--- src/sv/smo_pkg.sv ---
// Shared types and constants of the sliding-mode back-EMF observer.
`default_nettype none

package smo_pkg;

    localparam int COEF_FRAC = 16;
    localparam int COEF_W    = 18;
    localparam int KF_W      = 17;
    localparam int CFG_W     = 31;
    localparam int IDX_W     = 3;

    localparam logic [IDX_W-1:0] REG_MODEL_DECAY  = 3'd0;
    localparam logic [IDX_W-1:0] REG_MODEL_GAIN   = 3'd1;
    localparam logic [IDX_W-1:0] REG_SLIDING_GAIN = 3'd2;
    localparam logic [IDX_W-1:0] REG_FILTER_GAIN  = 3'd3;
    localparam logic [IDX_W-1:0] REG_ERROR_LIMIT  = 3'd4;

    localparam logic [COEF_W-1:0] DECAY_RESET  = 18'd62967;
    localparam logic [COEF_W-1:0] GAIN_RESET   = 18'd0;
    localparam logic [COEF_W-1:0] SLIDE_RESET  = 18'd11141;
    localparam logic [KF_W-1:0]   FILTER_RESET = 17'd3932;
    localparam logic [KF_W-1:0]   KF_ONE       = 17'd65536;

    // Operation of one multiply pass
    typedef enum logic [1:0] {
        OP_DECAY  = 2'd0,   // acc = cur * F
        OP_DRIVE  = 2'd1,   // cur = sat(acc + (V - E - Z) * G)
        OP_SLIDE  = 2'd2,   // Z = sat(clamp(cur - I) * K)
        OP_FILTER = 2'd3    // E = sat(E + (Z - E) * Kf)
    } op_t;

    typedef enum logic {
        AX_ALPHA = 1'b0,
        AX_BETA  = 1'b1
    } axis_t;

    // Controller to datapath command
    typedef struct packed {
        logic  load;      // capture the input transaction
        logic  issue;     // start a multiply pass
        op_t   op;
        axis_t axis;
        logic  out_load;  // copy the state into the output register
    } cmd_t;

endpackage

`default_nettype wire

--- src/sv/smo_if.sv ---
// Stream interfaces for observer samples and results.
`default_nettype none

interface smo_in_if #(parameter int SW = 32);
    logic                 valid;
    logic                 ready;
    logic signed [SW-1:0] volt_alpha;
    logic signed [SW-1:0] volt_beta;
    logic signed [SW-1:0] amp_alpha;
    logic signed [SW-1:0] amp_beta;

    modport source (output valid, volt_alpha, volt_beta, amp_alpha, amp_beta, input ready);
    modport sink   (input valid, volt_alpha, volt_beta, amp_alpha, amp_beta, output ready);
endinterface

interface smo_out_if #(parameter int SW = 32);
    logic                 valid;
    logic                 ready;
    logic signed [SW-1:0] emf_alpha;
    logic signed [SW-1:0] emf_beta;
    logic signed [SW-1:0] est_amp_alpha;
    logic signed [SW-1:0] est_amp_beta;

    modport source (output valid, emf_alpha, emf_beta, est_amp_alpha, est_amp_beta,
                    input ready);
    modport sink   (input valid, emf_alpha, emf_beta, est_amp_alpha, est_amp_beta,
                    output ready);
endinterface

`default_nettype wire

--- src/sv/smo_ctrl.sv ---
// Sequencer of the observer: handshakes and the multiply schedule.
`default_nettype none

module smo_ctrl (
    input  wire logic          clk,
    input  wire logic          rst_n,
    input  wire logic          in_valid,
    output logic               in_ready,
    output logic               out_valid,
    input  wire logic          out_ready,
    output smo_pkg::cmd_t      cmd
);
    import smo_pkg::*;

    typedef enum logic [2:0] {
        ST_IDLE = 3'b001,
        ST_RUN  = 3'b010,
        ST_FIN  = 3'b100
    } state_t;

    localparam logic [3:0] LAST_STEP = 4'd11;

    state_t     state_reg, state_next;
    logic [3:0] step_reg, step_next;
    logic       out_valid_reg, out_valid_next;
    logic       issue;
    op_t        op;
    axis_t      axis;

    // Two axes interleave; a dependent pass waits for the write-back of the pass it needs.
    always_comb
    begin
        issue = 1'b1;
        op    = OP_DECAY;
        axis  = AX_ALPHA;
        unique case (step_reg)
            4'd0:    begin op = OP_DECAY;  axis = AX_ALPHA; end
            4'd1:    begin op = OP_DECAY;  axis = AX_BETA;  end
            4'd2:    begin op = OP_DRIVE;  axis = AX_ALPHA; end
            4'd3:    begin op = OP_DRIVE;  axis = AX_BETA;  end
            4'd5:    begin op = OP_SLIDE;  axis = AX_ALPHA; end
            4'd6:    begin op = OP_SLIDE;  axis = AX_BETA;  end
            4'd8:    begin op = OP_FILTER; axis = AX_ALPHA; end
            4'd9:    begin op = OP_FILTER; axis = AX_BETA;  end
            default: issue = 1'b0;
        endcase
    end

    always_comb
    begin
        state_next     = state_reg;
        step_next      = step_reg;
        out_valid_next = out_valid_reg && !out_ready;
        cmd            = '0;
        cmd.op         = op;
        cmd.axis       = axis;
        unique case (state_reg)
            ST_IDLE:
            begin
                if (in_valid)
                begin
                    cmd.load   = 1'b1;
                    step_next  = '0;
                    state_next = ST_RUN;
                end
            end
            ST_RUN:
            begin
                cmd.issue = issue;
                step_next = step_reg + 4'd1;
                if (step_reg == LAST_STEP)
                begin
                    state_next = ST_FIN;
                end
            end
            ST_FIN:
            begin
                if (!out_valid_reg || out_ready)
                begin
                    cmd.out_load   = 1'b1;
                    out_valid_next = 1'b1;
                    state_next     = ST_IDLE;
                end
            end
            default:
            begin
                state_next = ST_IDLE;
            end
        endcase
    end

    always_ff @(posedge clk or negedge rst_n)
    begin
        if (!rst_n)
        begin
            state_reg     <= ST_IDLE;
            step_reg      <= '0;
            out_valid_reg <= 1'b0;
        end
        else
        begin
            state_reg     <= state_next;
            step_reg      <= step_next;
            out_valid_reg <= out_valid_next;
        end
    end

    assign in_ready  = (state_reg == ST_IDLE);
    assign out_valid = out_valid_reg;

endmodule

`default_nettype wire

--- src/sv/smo_datapath.sv ---
// Observer datapath: config registers, shared multiplier, axis state, output register.
`default_nettype none

module smo_datapath #(
    parameter int SW        = 32,
    parameter int FRAC_BITS = 16
) (
    input  wire logic                       clk,
    input  wire logic                       rst_n,
    input  wire smo_pkg::cmd_t              cmd,
    input  wire logic                       cfg_we,
    input  wire logic [smo_pkg::IDX_W-1:0]  cfg_index,
    input  wire logic [smo_pkg::CFG_W-1:0]  cfg_data,
    input  wire logic signed [SW-1:0]       volt_alpha,
    input  wire logic signed [SW-1:0]       volt_beta,
    input  wire logic signed [SW-1:0]       amp_alpha,
    input  wire logic signed [SW-1:0]       amp_beta,
    output logic signed [SW-1:0]            emf_alpha,
    output logic signed [SW-1:0]            emf_beta,
    output logic signed [SW-1:0]            est_amp_alpha,
    output logic signed [SW-1:0]            est_amp_beta
);
    import smo_pkg::*;

    // Operand holds V - E - Z and the clamped error (limit up to 2^31 - 1)
    localparam int OW     = (SW + 2 > CFG_W + 2) ? SW + 2 : CFG_W + 2;
    localparam int PROD_W = OW + COEF_W + 1;
    localparam int PW     = PROD_W - COEF_FRAC;
    localparam int SUM_W  = PW + 1;

    localparam logic [CFG_W-1:0] LIMIT_RESET = CFG_W'(4) << FRAC_BITS;
    localparam logic signed [SUM_W-1:0] SMAX = {{(SUM_W-SW+1){1'b0}}, {(SW-1){1'b1}}};
    localparam logic signed [SUM_W-1:0] SMIN = {{(SUM_W-SW+1){1'b1}}, {(SW-1){1'b0}}};

    function automatic logic signed [SW-1:0] sat(input logic signed [SUM_W-1:0] v);
        logic signed [SW-1:0] r;
        if (v > SMAX)
            r = SMAX[SW-1:0];
        else if (v < SMIN)
            r = SMIN[SW-1:0];
        else
            r = v[SW-1:0];
        return r;
    endfunction

    // Configuration
    logic [COEF_W-1:0] decay_reg, gain_reg, sgain_reg;
    logic [KF_W-1:0]   fgain_reg;
    logic [CFG_W-1:0]  limit_reg;

    always_ff @(posedge clk or negedge rst_n)
    begin
        if (!rst_n)
        begin
            decay_reg <= DECAY_RESET;
            gain_reg  <= GAIN_RESET;
            sgain_reg <= SLIDE_RESET;
            fgain_reg <= FILTER_RESET;
            limit_reg <= LIMIT_RESET;
        end
        else if (cfg_we)
        begin
            unique case (cfg_index)
                REG_MODEL_DECAY:  decay_reg <= cfg_data[COEF_W-1:0];
                REG_MODEL_GAIN:   gain_reg  <= cfg_data[COEF_W-1:0];
                REG_SLIDING_GAIN: sgain_reg <= cfg_data[COEF_W-1:0];
                REG_FILTER_GAIN:  fgain_reg <= cfg_data[KF_W-1:0];
                REG_ERROR_LIMIT:  limit_reg <= cfg_data;
                default:          ;
            endcase
        end
    end

    // Captured sample
    logic signed [SW-1:0] volt_a_reg, volt_b_reg, amp_a_reg, amp_b_reg;

    always_ff @(posedge clk)
    begin
        if (cmd.load)
        begin
            volt_a_reg <= volt_alpha;
            volt_b_reg <= volt_beta;
            amp_a_reg  <= amp_alpha;
            amp_b_reg  <= amp_beta;
        end
    end

    // Axis state
    logic signed [SW-1:0] cur_a_reg, cur_b_reg, slide_a_reg, slide_b_reg;
    logic signed [SW-1:0] emf_a_reg, emf_b_reg;
    logic signed [PW-1:0] acc_a_reg, acc_b_reg;

    // Operand stage
    logic signed [SW-1:0] op_cur, op_slide, op_emf, op_volt, op_amp;
    logic signed [OW-1:0] diff, lim, opnd;
    logic [COEF_W-1:0]    coef;
    logic signed [OW-1:0] opnd_reg;
    logic [COEF_W-1:0]    coef_reg;
    logic                 t1_valid_reg;
    op_t                  t1_op_reg;
    axis_t                t1_axis_reg;

    assign op_cur   = (cmd.axis == AX_BETA) ? cur_b_reg   : cur_a_reg;
    assign op_slide = (cmd.axis == AX_BETA) ? slide_b_reg : slide_a_reg;
    assign op_emf   = (cmd.axis == AX_BETA) ? emf_b_reg   : emf_a_reg;
    assign op_volt  = (cmd.axis == AX_BETA) ? volt_b_reg  : volt_a_reg;
    assign op_amp   = (cmd.axis == AX_BETA) ? amp_b_reg   : amp_a_reg;
    assign lim      = $signed(OW'(limit_reg));
    assign diff     = OW'(op_cur) - OW'(op_amp);

    always_comb
    begin
        unique case (cmd.op)
            OP_DECAY:
            begin
                opnd = OW'(op_cur);
                coef = decay_reg;
            end
            OP_DRIVE:
            begin
                opnd = OW'(op_volt) - OW'(op_emf) - OW'(op_slide);
                coef = gain_reg;
            end
            OP_SLIDE:
            begin
                if (diff > lim)
                    opnd = lim;
                else if (diff < -lim)
                    opnd = -lim;
                else
                    opnd = diff;
                coef = sgain_reg;
            end
            OP_FILTER:
            begin
                opnd = OW'(op_slide) - OW'(op_emf);
                coef = (fgain_reg > KF_ONE) ? COEF_W'(KF_ONE) : COEF_W'(fgain_reg);
            end
            default:
            begin
                opnd = '0;
                coef = '0;
            end
        endcase
    end

    always_ff @(posedge clk)
    begin
        if (cmd.issue)
        begin
            opnd_reg    <= opnd;
            coef_reg    <= coef;
            t1_op_reg   <= cmd.op;
            t1_axis_reg <= cmd.axis;
        end
    end

    // Multiply stage: floor of product / 2^16
    logic signed [PROD_W-1:0] prod_full;
    logic signed [PW-1:0]     prod_reg;
    logic                     t2_valid_reg;
    op_t                      t2_op_reg;
    axis_t                    t2_axis_reg;

    assign prod_full = opnd_reg * $signed({1'b0, coef_reg});

    always_ff @(posedge clk)
    begin
        prod_reg    <= prod_full[PROD_W-1:COEF_FRAC];
        t2_op_reg   <= t1_op_reg;
        t2_axis_reg <= t1_axis_reg;
    end

    always_ff @(posedge clk or negedge rst_n)
    begin
        if (!rst_n)
        begin
            t1_valid_reg <= 1'b0;
            t2_valid_reg <= 1'b0;
        end
        else
        begin
            t1_valid_reg <= cmd.issue;
            t2_valid_reg <= t1_valid_reg;
        end
    end

    // Write-back stage
    logic signed [PW-1:0]    wb_acc;
    logic signed [SW-1:0]    wb_emf;
    logic signed [SUM_W-1:0] wb_sum;
    logic signed [SW-1:0]    wb_val;

    assign wb_acc = (t2_axis_reg == AX_BETA) ? acc_b_reg : acc_a_reg;
    assign wb_emf = (t2_axis_reg == AX_BETA) ? emf_b_reg : emf_a_reg;

    always_comb
    begin
        unique case (t2_op_reg)
            OP_DRIVE:  wb_sum = SUM_W'(wb_acc) + SUM_W'(prod_reg);
            OP_FILTER: wb_sum = SUM_W'(wb_emf) + SUM_W'(prod_reg);
            default:   wb_sum = SUM_W'(prod_reg);
        endcase
        wb_val = sat(wb_sum);
    end

    always_ff @(posedge clk)
    begin
        if (t2_valid_reg && t2_op_reg == OP_DECAY)
        begin
            if (t2_axis_reg == AX_BETA)
                acc_b_reg <= prod_reg;
            else
                acc_a_reg <= prod_reg;
        end
    end

    always_ff @(posedge clk or negedge rst_n)
    begin
        if (!rst_n)
        begin
            cur_a_reg   <= '0;
            cur_b_reg   <= '0;
            slide_a_reg <= '0;
            slide_b_reg <= '0;
            emf_a_reg   <= '0;
            emf_b_reg   <= '0;
        end
        else if (t2_valid_reg)
        begin
            unique case (t2_op_reg)
                OP_DRIVE:
                begin
                    if (t2_axis_reg == AX_BETA)
                        cur_b_reg <= wb_val;
                    else
                        cur_a_reg <= wb_val;
                end
                OP_SLIDE:
                begin
                    if (t2_axis_reg == AX_BETA)
                        slide_b_reg <= wb_val;
                    else
                        slide_a_reg <= wb_val;
                end
                OP_FILTER:
                begin
                    if (t2_axis_reg == AX_BETA)
                        emf_b_reg <= wb_val;
                    else
                        emf_a_reg <= wb_val;
                end
                default: ;
            endcase
        end
    end

    // Output register
    logic signed [SW-1:0] out_emf_a_reg, out_emf_b_reg, out_cur_a_reg, out_cur_b_reg;

    always_ff @(posedge clk)
    begin
        if (cmd.out_load)
        begin
            out_emf_a_reg <= emf_a_reg;
            out_emf_b_reg <= emf_b_reg;
            out_cur_a_reg <= cur_a_reg;
            out_cur_b_reg <= cur_b_reg;
        end
    end

    assign emf_alpha     = out_emf_a_reg;
    assign emf_beta      = out_emf_b_reg;
    assign est_amp_alpha = out_cur_a_reg;
    assign est_amp_beta  = out_cur_b_reg;

endmodule

`default_nettype wire

--- src/sv/sliding_mode_back_emf_observer.sv ---
// Sliding-mode back-EMF observer top level: sequencer plus datapath.
//
// Usage:
//  - sample channel carries the alpha/beta stator voltages and measured currents
//    (signed, FRAC_BITS fractional bits). result channel returns the filtered
//    back-EMF and the model currents of both axes after the update.
//  - Coefficients are written through cfg_we/cfg_index/cfg_data while idle;
//    indexes 0..4 are decay, gain, sliding gain, filter gain, error limit.
//  - One sample is processed at a time. Each needs eight passes through the one
//    shared signal-by-coefficient multiplier (three-stage operand/multiply/
//    write-back pipe, both axes interleaved); the next sample is taken the cycle
//    after the result is loaded.
//  - The output register holds a finished result while the receiver stalls; the
//    next sample is taken and computed meanwhile and waits in its finish state
//    until the output register frees.
//  - Reset clears the observer state, result valid, and loads the default
//    coefficients (error limit 4.0). No clearing pass is needed.
`default_nettype none

module sliding_mode_back_emf_observer #(
    parameter int SIGNAL_WIDTH = 32,
    parameter int FRAC_BITS    = 16
) (
    input  wire logic                       clk,
    input  wire logic                       rst_n,
    smo_in_if.sink                          sample,
    smo_out_if.source                       result,
    input  wire logic                       cfg_we,
    input  wire logic [smo_pkg::IDX_W-1:0]  cfg_index,
    input  wire logic [smo_pkg::CFG_W-1:0]  cfg_data
);
    import smo_pkg::*;

    cmd_t cmd;

    smo_ctrl u_ctrl (
        .clk       (clk),
        .rst_n     (rst_n),
        .in_valid  (sample.valid),
        .in_ready  (sample.ready),
        .out_valid (result.valid),
        .out_ready (result.ready),
        .cmd       (cmd)
    );

    smo_datapath #(
        .SW        (SIGNAL_WIDTH),
        .FRAC_BITS (FRAC_BITS)
    ) u_datapath (
        .clk           (clk),
        .rst_n         (rst_n),
        .cmd           (cmd),
        .cfg_we        (cfg_we),
        .cfg_index     (cfg_index),
        .cfg_data      (cfg_data),
        .volt_alpha    (sample.volt_alpha),
        .volt_beta     (sample.volt_beta),
        .amp_alpha     (sample.amp_alpha),
        .amp_beta      (sample.amp_beta),
        .emf_alpha     (result.emf_alpha),
        .emf_beta      (result.emf_beta),
        .est_amp_alpha (result.est_amp_alpha),
        .est_amp_beta  (result.est_amp_beta)
    );

endmodule

`default_nettype wire

--- src/flat_wrapper.sv ---
// flat-port wrapper written by rule: the top's interface ports become plain ports
module sliding_mode_back_emf_observer_flat import smo_pkg::*;
#(
    parameter int SIGNAL_WIDTH = 32,
    parameter int FRAC_BITS    = 16
)
  (clk, rst_n, cfg_we, cfg_index, cfg_data, sample_valid, sample_volt_alpha, sample_volt_beta, sample_amp_alpha, sample_amp_beta, sample_ready, result_valid, result_emf_alpha, result_emf_beta, result_est_amp_alpha, result_est_amp_beta, result_ready);
  smo_in_if #(.SW((32))) sample_i ();
  smo_out_if #(.SW((32))) result_i ();
  input  wire logic clk;
  input  wire logic rst_n;
  input  wire logic cfg_we;
  input  wire logic [smo_pkg::IDX_W-1:0] cfg_index;
  input  wire logic [smo_pkg::CFG_W-1:0] cfg_data;
  input wire logic [$bits(sample_i.valid)-1:0] sample_valid;
  input wire logic [$bits(sample_i.volt_alpha)-1:0] sample_volt_alpha;
  input wire logic [$bits(sample_i.volt_beta)-1:0] sample_volt_beta;
  input wire logic [$bits(sample_i.amp_alpha)-1:0] sample_amp_alpha;
  input wire logic [$bits(sample_i.amp_beta)-1:0] sample_amp_beta;
  output wire logic [$bits(sample_i.ready)-1:0] sample_ready;
  output wire logic [$bits(result_i.valid)-1:0] result_valid;
  output wire logic [$bits(result_i.emf_alpha)-1:0] result_emf_alpha;
  output wire logic [$bits(result_i.emf_beta)-1:0] result_emf_beta;
  output wire logic [$bits(result_i.est_amp_alpha)-1:0] result_est_amp_alpha;
  output wire logic [$bits(result_i.est_amp_beta)-1:0] result_est_amp_beta;
  input wire logic [$bits(result_i.ready)-1:0] result_ready;
  assign sample_i.valid = sample_valid;
  assign sample_i.volt_alpha = sample_volt_alpha;
  assign sample_i.volt_beta = sample_volt_beta;
  assign sample_i.amp_alpha = sample_amp_alpha;
  assign sample_i.amp_beta = sample_amp_beta;
  assign sample_ready = sample_i.ready;
  assign result_valid = result_i.valid;
  assign result_emf_alpha = result_i.emf_alpha;
  assign result_emf_beta = result_i.emf_beta;
  assign result_est_amp_alpha = result_i.est_amp_alpha;
  assign result_est_amp_beta = result_i.est_amp_beta;
  assign result_i.ready = result_ready;
  sliding_mode_back_emf_observer #(.SIGNAL_WIDTH(SIGNAL_WIDTH), .FRAC_BITS(FRAC_BITS)) u_core (.clk(clk), .rst_n(rst_n), .sample(sample_i), .result(result_i), .cfg_we(cfg_we), .cfg_index(cfg_index), .cfg_data(cfg_data));
endmodule
--- config.mk ---
export PLATFORM = sky130hd
export DESIGN_NAME = sliding_mode_back_emf_observer_flat
export DESIGN_NICKNAME = d
export VERILOG_FILES = /design/src/sv/smo_pkg.sv /design/src/sv/smo_if.sv /design/src/sv/smo_ctrl.sv /design/src/sv/smo_datapath.sv /design/src/sv/sliding_mode_back_emf_observer.sv /design/src/flat_wrapper.sv
export SDC_FILE = /design/constraint.sdc
export NUM_CORES = 2
export LEC_CHECK = 0
export BUFFER_PORTS_ARGS = -buffer_cell sky130_fd_sc_hd__buf_2
export CAP_MARGIN = 5
export CORE_ASPECT_RATIO = 0.7
export CORE_UTILIZATION = 35
export DETAILED_ROUTE_END_ITERATION = 6
export PLACE_DENSITY_LB_ADDON = 0.12
export SETUP_SLACK_MARGIN = 0.2
export SLEW_MARGIN = 20
export SYNTH_ARGS = -nofsm -noshare
export SYNTH_HDL_FRONTEND = slang
export SYNTH_SLANG_ARGS = --single-unit
export TNS_END_PERCENT = 50
--- constraint.sdc ---
create_clock -name clk -period 13.58 [get_ports clk]
set_input_delay 0 -clock clk [delete_from_list [all_inputs] [get_ports clk]]
set_output_delay 0 -clock clk [all_outputs]
set_load 0.05 [all_outputs]
After elaboration in Yosys (flattened, before gate mapping)
Index checks and enable logic that the tools add are counted.
{ "word_totals": {"word_cells": 133, "reg_bits": 729} }
{ "op_classes": {"n_addsub": 8, "n_lt_le_gt_ge": 5, "n_reduce_logical": 30, "mul": 1, "mux": 31, "bitwise": 1, "eq_ne": 24} }
{ "op_table": {"columns": ["op", "count"], "rows": [
  ["$mux 32", 8],
  ["$pmux 34 s4", 1],
  ["$sub 32x32->33", 3],
  ["$pmux 38 s2", 1],
  ["$pmux 18 s4", 1],
  ["$mux 34", 2],
  ["$mul 34x19->53", 1],
  ["$add 32x37->38", 1],
  ["$add 37x37->38", 1],
  ["$gt 38x32->1 const B", 1],
  ["$lt 38x32->1 const B", 1],
  ["$mux 37", 1],
  ["$lt 33x34->1", 1],
  ["$neg 31->34", 1],
  ["$sub 33x32->34", 1],
  ["$gt 33x32->1", 1],
  ["$reduce_and 3->1", 7],
  ["$gt 17x17->1 const B", 1],
  ["$mux 17", 1],
  ["$reduce_and 2->1", 8],
  ["$eq 4x4->1 const B", 3],
  ["$eq 3x2->1 const B", 3],
  ["$mux 1", 9],
  ["$mux 3", 3],
  ["other kinds (24)", 39]
]} }

Depth between registers and ports, before layout
{ "depth": {"depth_word": 9, "ltp_mapped": 32} }

Cells and area by module
A second synthesis with hierarchy kept.
{ "hier_totals": {"cells_unflattened": 5796, "area_unflattened_um2": 60300.3} }
{ "modules_own_cells": {"columns": ["mod", "seq_area_each_um2", "area_each_um2", "instances", "cells_each"], "rows": [
  ["smo_datapath", 19805.2, 59759.8, 1, 5740],
  ["smo_ctrl", 201.4, 540.5, 1, 56]
]} }

Worst setup path after synthesis
No wires, ideal clock.
{ "synth_path": {"path_kind": "register to register", "start": "register u_core.u_ctrl.step_reg[0]", "end": "register u_core.u_datapath.opnd_reg[20], data pin", "path_stages_with_launch": 30, "required_time_ns": 13.318, "path_slack_ns": 6.291, "arrival_ns": 7.027, "cell_sequence": "dfrtp_1 -> ha_1 -> clkbuf_1 -> mux2i_1 -> a2bb2oi_1 -> clkbuf_1 -> clkbuf_1 -> mux2_2 -> ha_1 -> nor2b_1 -> o31a_1 -> o31a_1 -> a221o_1 -> a21o_1 -> a21oi_1 -> o21ai_0 -> mux2i_1 -> and2_1 -> ha_1 -> and4_1 -> nand3_1 -> or2_2 -> nor3_1 -> mux2_2 -> or4_4 -> o21ai_1 -> buf_2 -> mux2_2 -> a221oi_1 -> nor2_1"} }
{ "synth_between": {"elab_chain_cells": 9, "elab_cells_between_ends": 31} }
{ "synth_rtl": {"columns": ["item", "line_no", "rtl"], "rows": [
  ["start: declaration", "smo_ctrl.sv:24", "logic [3:0] step_reg, step_next;"],
  ["start signal: assignment", "smo_ctrl.sv:103", "step_reg <= step_next;"],
  ["$eq 4x4->1, or another cell as far along", "smo_ctrl.sv:36", "unique case (step_reg)"],
  ["$reduce_or 4->1 (no source line)", null, null],
  ["$mux 1", "smo_ctrl.sv:36", null],
  ["$mux 32 (on tied branches)", "smo_datapath.sv:103, smo_datapath.sv:107", null],
  ["$sub 32x32->33", "smo_datapath.sv:109", "assign diff = OW'(op_cur) - OW'(op_amp);"],
  ["$lt 33x34->1", "smo_datapath.sv:128", "else if (diff < -lim)"],
  ["$mux 34", "smo_datapath.sv:128", null],
  ["$mux 34", "smo_datapath.sv:126", "if (diff > lim)"],
  ["$pmux 34 s4 *", "smo_datapath.sv:113", "unique case (cmd.op)"],
  ["via u_core.u_datapath.opnd[20]", "smo_datapath.sv:95", "logic signed [OW-1:0] diff, lim, opnd;"],
  ["end signal: assignment", "smo_datapath.sv:151", "opnd_reg <= opnd;"],
  ["end: declaration", "smo_datapath.sv:97", "logic signed [OW-1:0] opnd_reg;"]
]} }
The timed path passes the listed nets; every way through them passes the cells marked *.
A chain may end at the register's enable or synchronous reset.

Final worst setup path
{ "layout_path": {"start": "register u_core.u_ctrl.step_reg[0]", "end": "register u_core.u_datapath.opnd_reg[6], data pin"} }
Same word-level chain as after synthesis.

==> flow_summary_export.csv <==
group,metric,value,unit
outcome,status,"completed",
placement,dpl_cell_area,63140,um2
sta,tightest_slew,1.172,ns
yosys,yosysUniqueCellTypes,99,
grt,grt_pass1_vias,44060,
yosys,synthTopCellsByArea,"fa_1 (21%), edfxtp_1 (20%), dfrtp_1 (12%)",
drt,dr.pass1.iters,5,
drt,avgRoutedWirePerCell,25.26,um
setup_path,cp-start-kind,"flip-flop",
setup_path,crit_family,"compound AO/OA/AOI/OAI gates",
clock_tree,cts_resized,0,
clock_tree,cts.sinks,729,
yosys,async_flop_share,41.70,%
die,ios,297,
die,core_area,166600,um2
grt,gr-usage-met3,4.497,%
final_layout,layout-drive-gt1-share,13.54,%
setup_path,worst-path-buf-inv,4,
sta,tns,0,ns
grt,antenna_found_initial,20,
drt,drt_iter0_drc,4483,
drt,viasPerCell,5.280,
setup_path,arrival,9.06,ns
placement,dpl.hpwl,159500,um
sta,timing.fmax,0.1156,GHz
yosys,synth-seq-area-share,33.92,%
drt,routed_wl,211500,um
final_layout,design_area,68680,um2
setup_path,end_kind,"flip-flop",
yosys,synth_ff_type,"edfxtp_1",
setup_path,cp_data_required_time,13.99,ns
grt,grt_usage,24.82,%
setup_path,crit_fanout,37,
clock_tree,cts_buffers,81,
setup_path,critPathSlowestCell,"or4_4",
clock_tree,root_buffer,"clkbuf_16",
sta,rsz0062_at_grt,"no",
grt,grt_use_met2,33.76,%
job,drv_cap,0,
placement,gp_congestion,0.9351,
die,die-area,170200,um2
final_layout,nFillCells,16150,
final_layout,nets,7225,
min_path,hold_class,"primary input to asynchronous set/reset pin",
grt,use_met1,40.05,%
yosys,ys_seq_elements,729,
drt,vias,44200,
sta,slew_viol_final,0,
grt,grt_max_degree,170,
clock_tree,clockBufferDepth,3,
sta,finalHoldViolations,0,
sta,slew_headroom,19.64,%
grt,grt_overflow_total,0,
clock_tree,cts_tree,"yes",
final_layout,area_growth,16.45,%
clock_tree,clk-insertion-delay-late,0.73,ns
sta,finalWorstPathRequiredPeriod,8.649,ns
yosys,syn-num-nets,6714,
final_layout,final_common_cell,"inv_1",
yosys,synth_top_area_cell,"fa_1",
grt,grt_busiest_layer,"met1",
clock_tree,cts.clk_slew.worst_paths,0.07,ns
yosys,yosys_warnings,0,
setup_path,critPathKind,"flip-flop to flip-flop",
die,die_h,345.5,um
sta,setup_viol,0,
sta,period_share,63.69,%
final_layout,final_cell_mix,"inv_1 (719), nand2_1 (659), fa_1 (623), edfxtp_1 (385), ha_1 (359)",
clock_tree,cts_htree_levels,3,
die,rows,125,
final_layout,fin_util,41.23,%
yosys,synth_top_cell_area_share,21.15,%
drt,drc,0,
setup_path,max_stage_delay,0.64,ns
grt,grt_pass1_wl,309100,um
drt,postRouteAntennaNets,0,
yosys,syn_area,58980,um2
die,fp.dieW,492.7,um
die,initial_core_util,35.41,%
yosys,synth_cells,5565,
placement,io_buffers,296,
yosys,syn_area_per_cell,10.60,um2
yosys,synth_edf_count,385,
sta,fin_skew,0.05002,ns
through the flow:
stage | hold WS [ns] | setup slack [ns] | cells
after global placement | 0.05353 | 5.181 | 7941
after global routing | 0.01055 | 4.628 | 8366
after detailed placement | 0.06226 | 5.097 | 7941
after floorplan | -0.2956 | 6.291 | 5565
after CTS | 0.00002953 | 5.093 | 8366
final | 0.03158 | 4.931 | 8372
final timing paths:
kind                                                          startpoint                                     endpoint  cells past startpoint  slack (ns)
max in group asynchronous                                          rst_n  u_core.u_datapath.emf_b_reg[23]$_DFFE_PN0P_                      4       11.78
min in group clk                                    sample_volt_alpha[5]    u_core.u_datapath.volt_a_reg[5]$_DFFE_PP_                      2        0.04
worst min-delay path                                               rst_n  u_core.u_datapath.decay_reg[15]$_DFFE_PN1P_                      2        0.03
worst min register to register  u_core.u_datapath.t1_op_reg[1]$_DFFE_PP_       u_core.u_datapath.t2_op_reg[1]$_DFF_P_                      0        0.34
worst max-delay path               u_core.u_ctrl.step_reg[0]$_DFFE_PN0P_      u_core.u_datapath.opnd_reg[6]$_DFFE_PP_                     29        4.93
worst max register to register     u_core.u_ctrl.step_reg[0]$_DFFE_PN0P_      u_core.u_datapath.opnd_reg[6]$_DFFE_PP_                     29        4.93
logic make-up (layout without fill, tap and decap cells):
logic type / after synthesis / in the layout / synth area share, %
multiplexers: 310 / 310 / 6.275
buffers and inverters: 962 / 1541 / 6.235
AO/OA/AOI/OAI: 994 / 994 / 10.94
adder cells (fa/ha/maj): 982 / 982 / 28.76
XOR/XNOR: 174 / 174 / 2.584
other: 0 / 6 / 0
flip-flops: 729 / 729 / 33.92
AND/OR/NAND/NOR: 1414 / 1414 / 11.29
final cells by class:
type / count / area (um2) / share of cell area (%)
multi-input cells: 3874 / 35420 / 51.58
clock inverters: 45 / 571.8 / 0.8325
clock buffers: 106 / 2181 / 3.175
diodes: 6 / 15.01 / 0.02186
inverters: 726 / 2733 / 3.979
well taps: 2222 / 2780 / 4.048
repair buffers: 664 / 4970 / 7.236
flip-flops and latches: 729 / 20010 / 29.13
per-layer routing:
layer  share of wire (%)  wire, um  up-vias
li1                    -         -    19700
met1                  50    105900    22690
met3                 8.1     17160      185
met2                  40     84140     1631
met4                 2.0      4249        4
met5               0.012        25        -
synth_stat cells, types with 12 or more instances:
| library cell | number |
|---|---|
| inv_1 | 720 |
| nand2_1 | 663 |
| fa_1 | 623 |
| edfxtp_1 | 385 |
| ha_1 | 359 |
| and2_1 | 275 |
| dfrtp_1 | 274 |
| a21oi_1 | 236 |
| o21ai_0 | 223 |
| nor2_1 | 208 |
| clkbuf_1 | 198 |
| mux2_2 | 168 |
| xnor2_1 | 124 |
| mux2i_1 | 111 |
| o21ai_1 | 98 |
| a21o_1 | 93 |
| xor2_1 | 50 |
| nor3_1 | 46 |
| dfxtp_1 | 40 |
| nand3_1 | 37 |
| nand4_1 | 35 |
| o21a_1 | 34 |
| mux4_2 | 31 |
| dfstp_2 | 30 |
| o21bai_1 | 29 |
| o211ai_1 | 28 |
| nor2b_1 | 27 |
| a211oi_1 | 26 |
| a31oi_1 | 23 |
| buf_1 | 22 |
| o221ai_1 | 22 |
| and3_1 | 20 |
| o31ai_1 | 19 |
| a21oi_4 | 18 |
| nand2b_1 | 18 |
| a221oi_1 | 16 |
| or3_1 | 16 |
| nor4_1 | 15 |
| a22oi_1 | 12 |
timing repair:
item	in CTS	in global routing
hold buffers	274	0
endpoints found under the hold margin	323	0
setup buffers	0	0
Power is left out: the tool's default activity adds up to more than one toggle a clock period on the data nets, which glitch-free logic cannot reach.
